$ cat src/design/trf_pkg.sv
// Package for the terminal receive filter.
// Holds byte codes, the parser state type and the result structures.
// No dependencies.
package trf_pkg;

    // Register values for the protocol variant
    localparam logic [1:0] VAR_NEW = 2'd0;
    localparam logic [1:0] VAR_OLD = 2'd1;

    // Byte codes
    localparam logic [7:0] B_NUL  = 8'o000;
    localparam logic [7:0] B_BS   = 8'o010;
    localparam logic [7:0] B_LF   = 8'o012;
    localparam logic [7:0] B_CR   = 8'o015;
    localparam logic [7:0] B_SP   = 8'o040;
    localparam logic [7:0] B_DEL  = 8'o177;
    localparam logic [7:0] B_MARK = 8'o200;
    localparam logic [7:0] B_IAC  = 8'o377;
    localparam logic [7:0] B_DONT = 8'o376;
    localparam logic [7:0] B_WILL = 8'o373;
    localparam logic [7:0] B_EC   = 8'o367;
    localparam logic [7:0] B_OLD_CTL_LO = 8'o201;
    localparam logic [7:0] B_OLD_CTL_HI = 8'o205;
    localparam logic [7:0] B_OLD_MODE_LO = 8'o240;
    localparam logic [7:0] B_OLD_MODE_HI = 8'o242;

    // Notice codes
    localparam logic [3:0] NOTE_CR_NO_LF = 4'd0;
    localparam logic [3:0] NOTE_MODE_BASE = 4'd6;

    typedef enum logic [1:0] {
        ST_NORMAL = 2'd0,
        ST_CMD    = 2'd1,
        ST_OPT    = 2'd2,
        ST_CR     = 2'd3
    } parse_state_t;

    localparam int MaxResults = 3;

    typedef struct packed {
        logic [7:0] data;
        logic       is_notice;
        logic [3:0] code;
    } result_t;

    typedef struct packed {
        logic [1:0]                    count;
        result_t [MaxResults-1:0]      res;
        parse_state_t                  next_state;
    } decode_t;

endpackage

$ cat src/design/trf_decode.sv
// Combinational decoder: one byte plus parser state gives 0..3 results and the next state.
// Depends on trf_pkg.
module trf_decode (
    input  logic [1:0]            variant,
    input  trf_pkg::parse_state_t state,
    input  logic [7:0]            in_byte,
    output trf_pkg::decode_t      dec
);
    import trf_pkg::*;

    function automatic result_t data_res(input logic [7:0] d);
        result_t r;
        r.data      = d;
        r.is_notice = 1'b0;
        r.code      = 4'd0;
        return r;
    endfunction

    function automatic result_t note_res(input logic [3:0] c);
        result_t r;
        r.data      = 8'd0;
        r.is_notice = 1'b1;
        r.code      = c;
        return r;
    endfunction

    logic old_drop;

    assign old_drop = (in_byte <= 8'o006) ||
                      (in_byte >= 8'o016 && in_byte <= 8'o032) ||
                      (in_byte >= 8'o034 && in_byte <= 8'o037) ||
                      (in_byte == B_DEL) || (in_byte == B_MARK);

    always_comb begin
        dec.count      = 2'd0;
        dec.res        = '0;
        dec.next_state = ST_NORMAL;
        unique case (variant)
            VAR_NEW: begin
                if (state == ST_CMD) begin
                    if (in_byte == B_IAC) begin
                        dec.count  = 2'd1;
                        dec.res[0] = data_res(B_IAC);
                    end else if (in_byte == B_EC) begin
                        dec.count  = 2'd3;
                        dec.res[0] = data_res(B_BS);
                        dec.res[1] = data_res(B_SP);
                        dec.res[2] = data_res(B_BS);
                    end else if (in_byte >= B_WILL && in_byte <= B_DONT) begin
                        dec.next_state = ST_OPT;
                    end
                end else if (state == ST_OPT) begin
                    // option byte swallowed
                end else if (in_byte == B_IAC) begin
                    dec.next_state = ST_CMD;
                end else if (in_byte != B_NUL) begin
                    dec.count  = 2'd1;
                    dec.res[0] = data_res(in_byte);
                end
            end
            VAR_OLD: begin
                if (state == ST_CR) begin
                    if (in_byte == B_NUL) begin
                        dec.count  = 2'd1;
                        dec.res[0] = data_res(B_CR);
                    end else if (in_byte == B_LF) begin
                        dec.count  = 2'd2;
                        dec.res[0] = data_res(B_CR);
                        dec.res[1] = data_res(B_LF);
                    end else begin
                        dec.count  = 2'd1;
                        dec.res[0] = note_res(NOTE_CR_NO_LF);
                    end
                end else if (in_byte == B_CR) begin
                    dec.next_state = ST_CR;
                end else if (old_drop) begin
                    // dropped control code
                end else if (in_byte >= B_OLD_CTL_LO && in_byte <= B_OLD_CTL_HI) begin
                    dec.count  = 2'd1;
                    dec.res[0] = note_res(in_byte[3:0]);
                end else if (in_byte >= B_OLD_MODE_LO && in_byte <= B_OLD_MODE_HI) begin
                    dec.count  = 2'd1;
                    dec.res[0] = note_res(NOTE_MODE_BASE + {2'b00, in_byte[1:0]});
                end else begin
                    dec.count  = 2'd1;
                    dec.res[0] = data_res(in_byte);
                end
            end
            default: begin
                // binary passthrough, also the unused code
                dec.count  = 2'd1;
                dec.res[0] = data_res(in_byte);
            end
        endcase
    end

endmodule

$ cat src/design/trf_result_buf.sv
// Result register: holds the results of one byte and sends them out one per transaction.
// Depends on trf_pkg.
module trf_result_buf (
    input  logic             aclk,
    input  logic             aresetn,
    input  logic             load,
    input  trf_pkg::decode_t dec,
    output logic             free_next,
    output logic             m_tvalid,
    input  logic             m_tready,
    output logic [7:0]       m_tdata,   // [7:0] out_byte
    output logic [4:0]       m_tuser,   // [0] is_notice, [4:1] notice_code
    output logic             m_tlast
);
    import trf_pkg::*;

    result_t [MaxResults-1:0] res_reg;
    logic [1:0] cnt_reg;
    logic [1:0] idx_reg;
    logic       valid_reg;
    logic       is_last;
    result_t    cur;

    assign cur       = res_reg[idx_reg];
    assign is_last   = (idx_reg == cnt_reg - 2'd1);
    assign free_next = !valid_reg || (m_tready && is_last);

    assign m_tvalid = valid_reg;
    assign m_tdata  = cur.data;
    assign m_tuser  = {cur.code, cur.is_notice};
    assign m_tlast  = is_last;

    always_ff @(posedge aclk) begin
        if (!aresetn) begin
            valid_reg <= 1'b0;
            cnt_reg   <= 2'd0;
            idx_reg   <= 2'd0;
        end else if (load) begin
            valid_reg <= 1'b1;
            cnt_reg   <= dec.count;
            idx_reg   <= 2'd0;
        end else if (valid_reg && m_tready) begin
            if (is_last) begin
                valid_reg <= 1'b0;
            end else begin
                idx_reg <= idx_reg + 2'd1;
            end
        end
    end

    always_ff @(posedge aclk) begin
        if (load) begin
            res_reg <= dec.res;
        end
    end

endmodule

$ cat src/design/telnet_receive_filter.sv
// Top level of the terminal receive filter.
// Depends on trf_pkg, trf_decode and trf_result_buf.
//
// Receive-side byte filter for a terminal link. Each byte accepted on the s_ stream is
// decoded under the protocol variant held in the configuration register (0 command-escaped,
// 1 old protocol, 2 or 3 binary passthrough) and yields zero to three results on the m_
// stream. A result is a data byte (m_tuser[0] low) or a notice (m_tuser[0] high, code in
// m_tuser[4:1]); m_tlast marks the final result of each input byte. Bytes that give no
// result produce no output transaction at all. Rate: one byte per cycle when each byte gives
// at most one result and the m_ stream is not stalled; a byte giving several results holds
// the result register until each of them is taken, and the input waits meanwhile. Each
// input transaction passes an input register, then the decode into the result register.
// Writing the register (cfg_we) also returns the parser to its normal state; write only
// while the block is idle.
module telnet_receive_filter (
    input  logic       aclk,
    input  logic       aresetn,
    // configuration
    input  logic       cfg_we,
    input  logic [1:0] cfg_wdata,   // [1:0] protocol_variant
    // input stream
    input  logic       s_tvalid,
    output logic       s_tready,
    input  logic [7:0] s_tdata,     // [7:0] in_byte
    // result stream
    output logic       m_tvalid,
    input  logic       m_tready,
    output logic [7:0] m_tdata,     // [7:0] out_byte
    output logic [4:0] m_tuser,     // [0] is_notice, [4:1] notice_code
    output logic       m_tlast
);
    import trf_pkg::*;

    logic [1:0]   variant_reg;
    parse_state_t state_reg, state_next;
    logic         in_valid_reg;
    logic [7:0]   in_byte_reg;

    decode_t dec;
    logic    free_next;
    logic    advance;   // input register consumed by the decoder this cycle
    logic    load;      // decoded results written into the result register

    trf_decode u_decode (
        .variant (variant_reg),
        .state   (state_reg),
        .in_byte (in_byte_reg),
        .dec     (dec)
    );

    // A byte with no results never waits on the output side.
    assign advance  = in_valid_reg && ((dec.count == 2'd0) || free_next);
    assign load     = advance && (dec.count != 2'd0);
    assign s_tready = !in_valid_reg || advance;

    trf_result_buf u_result_buf (
        .aclk      (aclk),
        .aresetn   (aresetn),
        .load      (load),
        .dec       (dec),
        .free_next (free_next),
        .m_tvalid  (m_tvalid),
        .m_tready  (m_tready),
        .m_tdata   (m_tdata),
        .m_tuser   (m_tuser),
        .m_tlast   (m_tlast)
    );

    // Configuration register
    always_ff @(posedge aclk) begin
        if (!aresetn) begin
            variant_reg <= VAR_NEW;
        end else if (cfg_we) begin
            variant_reg <= cfg_wdata;
        end
    end

    // Parser state: a register write abandons any partial sequence
    always_comb begin
        state_next = state_reg;
        if (cfg_we) begin
            state_next = ST_NORMAL;
        end else if (advance) begin
            state_next = dec.next_state;
        end
    end

    always_ff @(posedge aclk) begin
        if (!aresetn) begin
            state_reg <= ST_NORMAL;
        end else begin
            state_reg <= state_next;
        end
    end

    // Input register
    always_ff @(posedge aclk) begin
        if (!aresetn) begin
            in_valid_reg <= 1'b0;
        end else if (s_tready) begin
            in_valid_reg <= s_tvalid;
        end
    end

    always_ff @(posedge aclk) begin
        if (s_tready && s_tvalid) begin
            in_byte_reg <= s_tdata;
        end
    end

endmodule

$ cat config.mk
export PLATFORM = sky130hd
export DESIGN_NAME = telnet_receive_filter
export DESIGN_NICKNAME = d
export VERILOG_FILES = /design/src/design/trf_pkg.sv /design/src/design/trf_decode.sv /design/src/design/trf_result_buf.sv /design/src/design/telnet_receive_filter.sv
export SDC_FILE = /design/constraint.sdc
export NUM_CORES = 1
export LEC_CHECK = 0
export BUFFER_PORTS_ARGS = -buffer_cell sky130_fd_sc_hd__buf_2
export CELL_PAD_IN_SITES_DETAIL_PLACEMENT = 1
export CELL_PAD_IN_SITES_GLOBAL_PLACEMENT = 1
export CORE_MARGIN = 1
export CORE_UTILIZATION = 38
export DETAILED_ROUTE_END_ITERATION = 16
export HOLD_SLACK_MARGIN = 0.15
export PLACE_DENSITY_LB_ADDON = 0.1
export SKIP_CTS_REPAIR_TIMING = 1
export SLEW_MARGIN = 10
export SYNTH_ARGS = -nofsm -noshare
export SYNTH_HDL_FRONTEND = slang
export SYNTH_SLANG_ARGS = --single-unit
$ cat constraint.sdc
create_clock -name aclk -period 3.9 [get_ports aclk]
set_input_delay 0.195 -clock aclk [delete_from_list [all_inputs] [get_ports aclk]]
set_output_delay 0.195 -clock aclk [all_outputs]
set_load 0.03 [all_outputs]
==> run summary, run 1 <==
CELLS AND AREA
----------------------------------------------------------------------------------
Final cell count without fillers ....................................          310
Final layout net count ..............................................          257
Footprint of the multi-input gates ..................................     953 um^2
Reg area ............................................................     921 um^2
Final antenna diode count ...........................................            0
Post-route standard cell area excluding fillers .....................    2330 um^2
Share of final-layout standard cells stronger than drive strength 1 .        0.202
Flip-flop count of the largest register after layout ................           16
Number of fill cells ................................................          597
Area added between synthesis and finish .............................        20.5%

GLOBAL ROUTING
----------------------------------------------------------------------------------
Number of global-route vias before repair ...........................        1,551
Maximum number of pins on one net before global-route repair ........           19
First-pass GRT wire length ..........................................      7.33 mm
Initial antenna violation count .....................................            0
Overall global routing resource usage ...............................        0.180
Remaining global-route overflow .....................................            0

TIMING
----------------------------------------------------------------------------------
Final period demand of the worst path ...............................      2.92 ns
Unrepaired setup endpoints after global routing .....................           no
Total Negative Setup Slacks .........................................         0 ns
Clock skew after layout .............................................   0.00604 ns
Final number of hold-violating endpoints ............................            0
Max Freq ............................................................      343 MHz
Relative max-transition margin ......................................        0.379
Final Cycle Share ...................................................        0.748
Count of endpoints failing setup in the final report ................            0
Actual slew at the worst max-slew pin ...............................     0.919 ns
Pins Over Slew Limit ................................................            0
Hold Worst Slack ....................................................     0.148 ns

LOGIC SYNTHESIS
----------------------------------------------------------------------------------
Number of synthesized flops with an enable pin ......................           24
Async set or reset register ratio after synthesis ...................            0
Dominant cell by count in the synthesized netlist ...................      nand2_1
Top cells by area, synth ............................................ edfxtp_1 (37%), dfxtp_1 (10%), nand2_1 (5.2%), and2_1 (4.2%), mux2i_1 (4.1%)
Flip-flop and latch count after synthesis ...........................           34
Synth warnings ......................................................            0
Synthesized area divided by synthesized cell count ..................    9.49 um^2
Cell count after synthesis ..........................................          204
Synth top cells by count ............................................ nand2_1 (27), edfxtp_1 (24), nor2_1 (19), and2_1 (13)
Post-synth top flop .................................................     edfxtp_1
Netlist Area Pre-Place ..............................................    1940 um^2
Count of different cell masters after synthesis .....................           49
Biggest area consumer among synthesized cells .......................     edfxtp_1
Portion of synthesized cell area occupied by the leading cell type ..        0.372
Sequential-to-total area share from yosys stat ......................        0.475
Post-Syn Nets .......................................................          219

CLOCK NETWORK
----------------------------------------------------------------------------------
CTS root buffer .....................................................     clkbuf_8
CTS clk-pin slew, worst paths .......................................      0.07 ns
Clk Latency, worst-skew pair ........................................      0.28 ns
Clock tree from TritonCTS ...........................................         done
Maximum level of the CTS H-tree .....................................            2
Number of buffers between clock root and the deepest sink ...........            2
Num Clock Sinks .....................................................           34
TritonCTS buffer count ..............................................            5

ROUTE
----------------------------------------------------------------------------------
Number of vias after detailed routing ...............................        1,599
Routed wirelength normalized by instance count ......................      14.9 um
Via density .........................................................         5.16
Initial drt markers .................................................           77
Remaining antenna violation count after routing .....................            0
WL final ............................................................      4.62 mm
Detailed-routing iteration count for the pre-antenna-repair pass ....            4
Detailed-route DRC error count ......................................            0

CRITICAL PATH
----------------------------------------------------------------------------------
Reg-to-reg critical path startpoint ................................. in_byte_reg[3]
End of the worst register-to-register path .......................... in_byte_reg[4]
CP startpoint kind ..................................................         flop
Worst setup EP type ................................................. primary output
Data required, critical path ........................................      3.70 ns
Depth of the worst register-to-register path ........................            7
Critical Path AT ....................................................      2.72 ns
Crit path max fanout ................................................           16
Path type of the worst setup path ...................................      reg2out
R2r setup slk .......................................................      1.09 ns

FLOORPLAN
----------------------------------------------------------------------------------
Starting Density ....................................................        0.402
Overall die width ...................................................      73.4 um
Number of standard-cell rows in the floorplan .......................           25
Core region area ....................................................    4820 um^2
Height of the die ...................................................      73.4 um
# IOs ...............................................................           31
Die Area ............................................................    5390 um^2

MIN PATH
----------------------------------------------------------------------------------
HP Class ............................................................       in2reg
Worst hold path depth ...............................................            2
Startpoint of the most critical hold path ...........................     s_tvalid
Worst Hold End ...................................................... in_valid_reg

PLACE
----------------------------------------------------------------------------------
Detailed placement HPWL .............................................      3.47 mm
Cell total after placement ..........................................          294
Instance area after placement .......................................    2150 um^2
Final weighted congestion in routability-driven placement ...........        0.857
Number of buffers added on ports ....................................           30

POWER AND IR DROP
----------------------------------------------------------------------------------
Worst IR drop on VDD ................................................   0.000211 V
Standby leakage power ...............................................  0.000922 uW
Power per standard cell area ........................................  361 nW/um^2

OUTCOME
----------------------------------------------------------------------------------
Result of the run ................................................... finished, final reports clean

FLOW RUN
----------------------------------------------------------------------------------
# Max-Cap Violations ................................................            0

## power by group
part	internal (uW)	switching, uW	total [uW]
logic	51.9	77.8	130
clock network	159	124	282
registers	408	22.7	430
## worst max-delay path by stage
stage / from / to / slack [ns]
finish: in_byte_reg[3] / s_tready / 0.98
global route: in_byte_reg[3] / s_tready / 0.83
CTS: in_byte_reg[3] / s_tready / 0.96
detailed placement: in_byte_reg[3] / in_byte_reg[6] / 1.08
global placement: in_byte_reg[3] / in_byte_reg[4] / 1.14
floorplan: in_byte_reg[5] / u_result_buf.res_reg[0] / 1.11
## layer usage
metal	track usage	wire (um)
met1	0.236	2220
met2	0.302	2240
met3	0.0370	114
met4	0.0513	36
met5	0	0
## worst max-delay path, stage by stage (launching register included)
cell and delay, ns:
edfxtp_1 0.61, or4b_4 0.64, or3_1 0.36, and4b_1 0.23, a21oi_4 0.21, nand2_2 0.10
nand3_1 0.09, buf_2 0.20
## cells in the final DEF (no fill, tap or decap), types with 2 or more instances in the layout
| master | synthesis | final |
|---|---|---|
| nor2b_1 | 10 | 10 |
| clkbuf_8 | 0 | 7 |
| nand2b_1 | 3 | 3 |
| buf_4 | 0 | 3 |
| or3_1 | 5 | 5 |
| inv_1 | 6 | 6 |
| xnor2_1 | 3 | 3 |
| nor2_1 | 19 | 19 |
| nor4_1 | 2 | 2 |
| or4_1 | 2 | 2 |
| a21oi_1 | 4 | 4 |
| or2_2 | 3 | 3 |
| o211ai_1 | 2 | 2 |
| nand2_1 | 27 | 27 |
| and2_1 | 13 | 13 |
| o21a_1 | 4 | 4 |
| edfxtp_1 | 24 | 24 |
| mux2i_1 | 8 | 8 |
| nand3_1 | 7 | 7 |
| o21ai_0 | 8 | 8 |
| a31oi_1 | 4 | 4 |
| xor2_1 | 3 | 3 |
| and4_1 | 2 | 2 |
| dlygate4sd3_1 | 0 | 8 |
| dfxtp_1 | 10 | 10 |
| buf_2 | 2 | 30 |
## kinds of logic after synthesis
group / Yosys count / synth area share
buf+inv: 16 / 0.0323
mux: 8 / 0.0413
flops: 34 / 0.475
xor+xnor: 6 / 0.0271
simple gates: 105 / 0.293
compound gates: 35 / 0.131
## final cells by class
cell class                 instances  area share
clock buffer                       7      0.0413
timing repair buffer              41       0.108
inverter                           6     0.00965
multi-input combinational        154       0.409
clock inverter                     1     0.00161
sequential                        34       0.395
tap                               67      0.0359
## metrics by stage
step / setup WS [ns] / util / total power (uW)
after floorplan: 1.11 / - / 521
after CTS: 0.962 / 0.468 / 845
final: 0.984 / 0.484 / 842
after global routing: 0.832 / 0.484 / 878
after global placement: 1.14 / 0.447 / 557
after detailed placement: 1.08 / 0.447 / 562
(Power assumes the default switching activity.)
==> run 2: changes to the inputs <==
--- a/config.mk
+++ b/config.mk
@@ -5,6 +5,7 @@
 export SDC_FILE = /design/constraint.sdc
 export NUM_CORES = 1
 export LEC_CHECK = 0
+export ABC_AREA = 1
 export BUFFER_PORTS_ARGS = -buffer_cell sky130_fd_sc_hd__buf_2
 export CELL_PAD_IN_SITES_DETAIL_PLACEMENT = 1
 export CELL_PAD_IN_SITES_GLOBAL_PLACEMENT = 1
==> constraint.sdc (replaced) <==
create_clock -name aclk -period 2.8 [get_ports aclk]
set_input_delay 0.14 -clock aclk [delete_from_list [all_inputs] [get_ports aclk]]
set_output_delay 0.14 -clock aclk [all_outputs]
set_load 0.03 [all_outputs]
==> run summary, run 2 <==
OUTCOME
-------------------------------------------------------------------------------------
Result of the run ...................................................... finished, violations left
Failing checks ......................................................... design-rule violations

TIMING
-------------------------------------------------------------------------------------
Hold Worst Slack .......................................................     0.140 ns   -0.00770 ns
Final period demand of the worst path ..................................      2.47 ns
Final Cycle Share ......................................................        0.881
Total Negative Setup Slacks ............................................         0 ns   unchanged
Pins Over Slew Limit ...................................................            0   unchanged
Actual slew at the worst max-slew pin ..................................     0.573 ns   -0.346 ns
Unrepaired setup endpoints after global routing ........................           no
Count of endpoints failing setup in the final report ...................            0   unchanged
Max Freq ...............................................................      405 MHz
Final number of hold-violating endpoints ...............................            0   unchanged
Clock skew after layout ................................................   0.00546 ns   -0.000580 ns
Relative max-transition margin .........................................        0.617   +0.238

LOGIC SYNTHESIS
-------------------------------------------------------------------------------------
Netlist Area Pre-Place .................................................    2000 um^2   +3.3%
Top cells by area, synth ............................................... edfxtp_1 (36%), nand2_1 (10%), dfxtp_1 (10%), nor2_1 (7.5%), inv_1 (5.6%)
Biggest area consumer among synthesized cells ..........................     edfxtp_1
Sequential-to-total area share from yosys stat .........................        0.460   -0.0152
Synthesized area divided by synthesized cell count .....................    7.64 um^2   -20%
Post-Syn Nets ..........................................................          277   +26%
Dominant cell by count in the synthesized netlist ......................      nand2_1
Synth warnings .........................................................            0   unchanged
Count of different cell masters after synthesis ........................           30   -39%
Synth top cells by count ............................................... nand2_1 (54), nor2_1 (40), inv_1 (30), edfxtp_1 (24), o21ai_0 (21)
Number of synthesized flops with an enable pin .........................           24   unchanged
Async set or reset register ratio after synthesis ......................            0   unchanged
Post-synth top flop ....................................................     edfxtp_1
Portion of synthesized cell area occupied by the leading cell type .....        0.360   -0.0119
Cell count after synthesis .............................................          262   +28%
Flip-flop and latch count after synthesis ..............................           34   unchanged

CLOCK NETWORK
-------------------------------------------------------------------------------------
Num Clock Sinks ........................................................           34   unchanged
TritonCTS buffer count .................................................            5   unchanged
Clk Latency, worst-skew pair ...........................................      0.29 ns   about the same
CTS clk-pin slew, worst paths ..........................................      0.07 ns   about the same
Maximum level of the CTS H-tree ........................................            2   unchanged
CTS root buffer ........................................................     clkbuf_8
Clock tree from TritonCTS ..............................................         done
Number of buffers between clock root and the deepest sink ..............            2   unchanged

FLOORPLAN
-------------------------------------------------------------------------------------
Die Area ...............................................................    5560 um^2   +3.2%
Height of the die ......................................................      74.6 um   +1.6%
Number of standard-cell rows in the floorplan ..........................           26   +4.0%
Starting Density .......................................................        0.394   -0.00785
Overall die width ......................................................      74.6 um   +1.6%
# IOs ..................................................................           31   unchanged
Core region area .......................................................    5070 um^2   +5.4%

CRITICAL PATH
-------------------------------------------------------------------------------------
CP startpoint kind .....................................................         flop
Crit path max fanout ...................................................           16   unchanged
Critical Path Most Common Cell .........................................        inv_1
Highest cell delay on the worst timing path ............................      0.57 ns   -0.07 ns
Cell breakdown of the critical path .................................... inv_1 > nor2_1 > nand4_1 > or2_1 > nand2_1 > inv_1 > nand3_4 > nand3_2 > inv_1
Cell with the biggest individual delay on the critical path ............     edfxtp_1
Worst Setup EP ......................................................... u_result_buf.res_reg[8]
Worst setup EP type ....................................................         flop
Logic depth of the worst setup path including buffers ..................            9   +2
End of the worst register-to-register path ............................. u_result_buf.res_reg[8]
R2r setup slk ..........................................................      0.33 ns   -0.76 ns
Depth of the worst register-to-register path ...........................            9   +2
Critical Path AT .......................................................      2.39 ns   -0.33 ns
Critical path origin ................................................... in_byte_reg[2]
Reg-to-reg critical path startpoint .................................... in_byte_reg[2]
Number of buffers and inverters on the critical path ...................            3   +2
Path type of the worst setup path ......................................      reg2reg
Data required, critical path ...........................................      2.72 ns   -0.98 ns
Crit path max-delay family ............................................. simple AND/OR/NAND/NOR gates

MIN PATH
-------------------------------------------------------------------------------------
HP Class ...............................................................       in2reg

GLOBAL ROUTING
-------------------------------------------------------------------------------------
Remaining global-route overflow ........................................            0   unchanged
Initial antenna violation count ........................................            0   unchanged
Number of global-route vias before repair ..............................        1,748   +13%
Maximum number of pins on one net before global-route repair ...........           19   unchanged
Overall global routing resource usage ..................................        0.197   +0.0162
First-pass GRT wire length .............................................      8.03 mm   +9.5%

CELLS AND AREA
-------------------------------------------------------------------------------------
Commonest cells after routing, fill and taps aside ..................... nand2_1 (54), nor2_1 (40), inv_1 (30), buf_2 (30), edfxtp_1 (24)
Area added between synthesis and finish ................................        21.8%
Final layout net count .................................................          322   +25%
Final cell utilization of the core .....................................        0.480   -0.00439
Flip-flop count of the largest register after layout ...................           16   unchanged
Final cell count without fillers .......................................          378   +22%
Most frequent standard cell in the layout excluding fill and tap cells .      nand2_1
Final antenna diode count ..............................................            0   unchanged
Share of final-layout standard cells stronger than drive strength 1 ....        0.208   +0.00615

PLACE
-------------------------------------------------------------------------------------
Detailed placement HPWL ................................................      4.00 mm   +15%
Final weighted congestion in routability-driven placement ..............        0.881   +2.8%
Cell total after placement .............................................          359   +22%
Number of buffers added on ports .......................................           30   unchanged

POWER AND IR DROP
-------------------------------------------------------------------------------------
Power per standard cell area ...........................................  506 nW/um^2   +40%
Standby leakage power ..................................................   0.00108 uW   +17%
Post-route total power .................................................      1230 uW   +46%
Worst IR drop on VDD ...................................................   0.000266 V   +26%

ROUTE
-------------------------------------------------------------------------------------
Detailed-routing iteration count for the pre-antenna-repair pass .......           10   +6
WL final ...............................................................      5.14 mm   +11%
Remaining antenna violation count after routing ........................            0   unchanged
Number of vias after detailed routing ..................................        1,856   +16%
Via density ............................................................         4.91   -4.8%
Routed wirelength normalized by instance count .........................      13.6 um   -8.7%
Initial drt markers ....................................................           54   -30%
Detailed-route DRC error count .........................................            1   +1

FLOW RUN
-------------------------------------------------------------------------------------
# Max-Cap Violations ...................................................            0   unchanged

==> run 2: cell count changes after synthesis, moves of 6 or more <==
| cell | change |
|---|---|
| nand2_1 | +27 |
| inv_1 | +24 |
| nor2_1 | +21 |
| and2_1 | -13 |
| o21ai_0 | +13 |
| nand3_1 | +11 |
| nor2b_1 | -10 |
| a21oi_1 | +9 |
| mux2i_1 | -8 |
| nand2_2 | +7 |
| clkbuf_1 | -6 |
| nor3_1 | +6 |
==> run 2: how the worst min path moves through the flow <==
stage	startpoint	end	slack (ns)	cells past startpoint
2_1_floorplan	s_tdata[0]	in_byte_reg[0]	0.24	0
3_3_place_gp	s_tdata[7]	in_byte_reg[7]	0.32	1
3_5_place_dp	s_tdata[1]	in_byte_reg[1]	0.32	1
4_1_cts	s_tdata[1]	in_byte_reg[1]	0.02	1
5_1_grt	cfg_wdata[1]	variant_reg[1]	0.17	3
6_report	cfg_wdata[0]	variant_reg[0]	0.14	3
==> run 2: cell type report <==
type	count	area [um^2]
clock buffers	7	96.3
flip-flops and latches	34	921
well taps	70	87.6
repair buffers	42	268
clock inverters	1	3.75
inverters	35	131
fillers	686	2640
multi-input cells	189	928
==> run 2: cell families (layout without fill, tap and decap cells) <==
| kind of cell | count (synthesis) | count (layout) | share of synthesized area |
|---|---|---|---|
| buf+inv | 39 | 85 | 0.0757 |
| simple gates | 142 | 142 | 0.330 |
| compound gates | 46 | 46 | 0.129 |
| xor+xnor | 1 | 1 | 0.00438 |
| flops | 34 | 34 | 0.460 |
==> run 2: stage by stage <==
step           worst slack, ns  instance area (um^2)
6_report                 0.333                  2440
5_1_grt                 0.0743                  2440
4_1_cts                  0.301                  2330
3_5_place_dp             0.320                  2230
3_3_place_gp             0.435                  2230
2_1_floorplan            0.691                  2000
==> run 2: worst reg2reg max path, cell delays in order (launching register included) <==
cell and delay, ns:
edfxtp_1 0.57, inv_1 0.10, nor2_1 0.18, nand4_1 0.17
or2_1 0.26, nand2_1 0.07, inv_1 0.06, nand3_4 0.10
nand3_2 0.11, inv_1 0.46
==> run 2: per-layer routing <==
layer,GRT usage,share of wire
met1,0.233,0.45
met5,0,0
met4,0.0818,0.014
met2,0.342,0.50
met3,0.0447,0.035
==> run 2: where the power goes <==
group,total [uW],switching [uW],internal [uW]
sequential,602,27.6,575
combinational,234,157,77.3
clock,398,177,221
total,1230,361,873
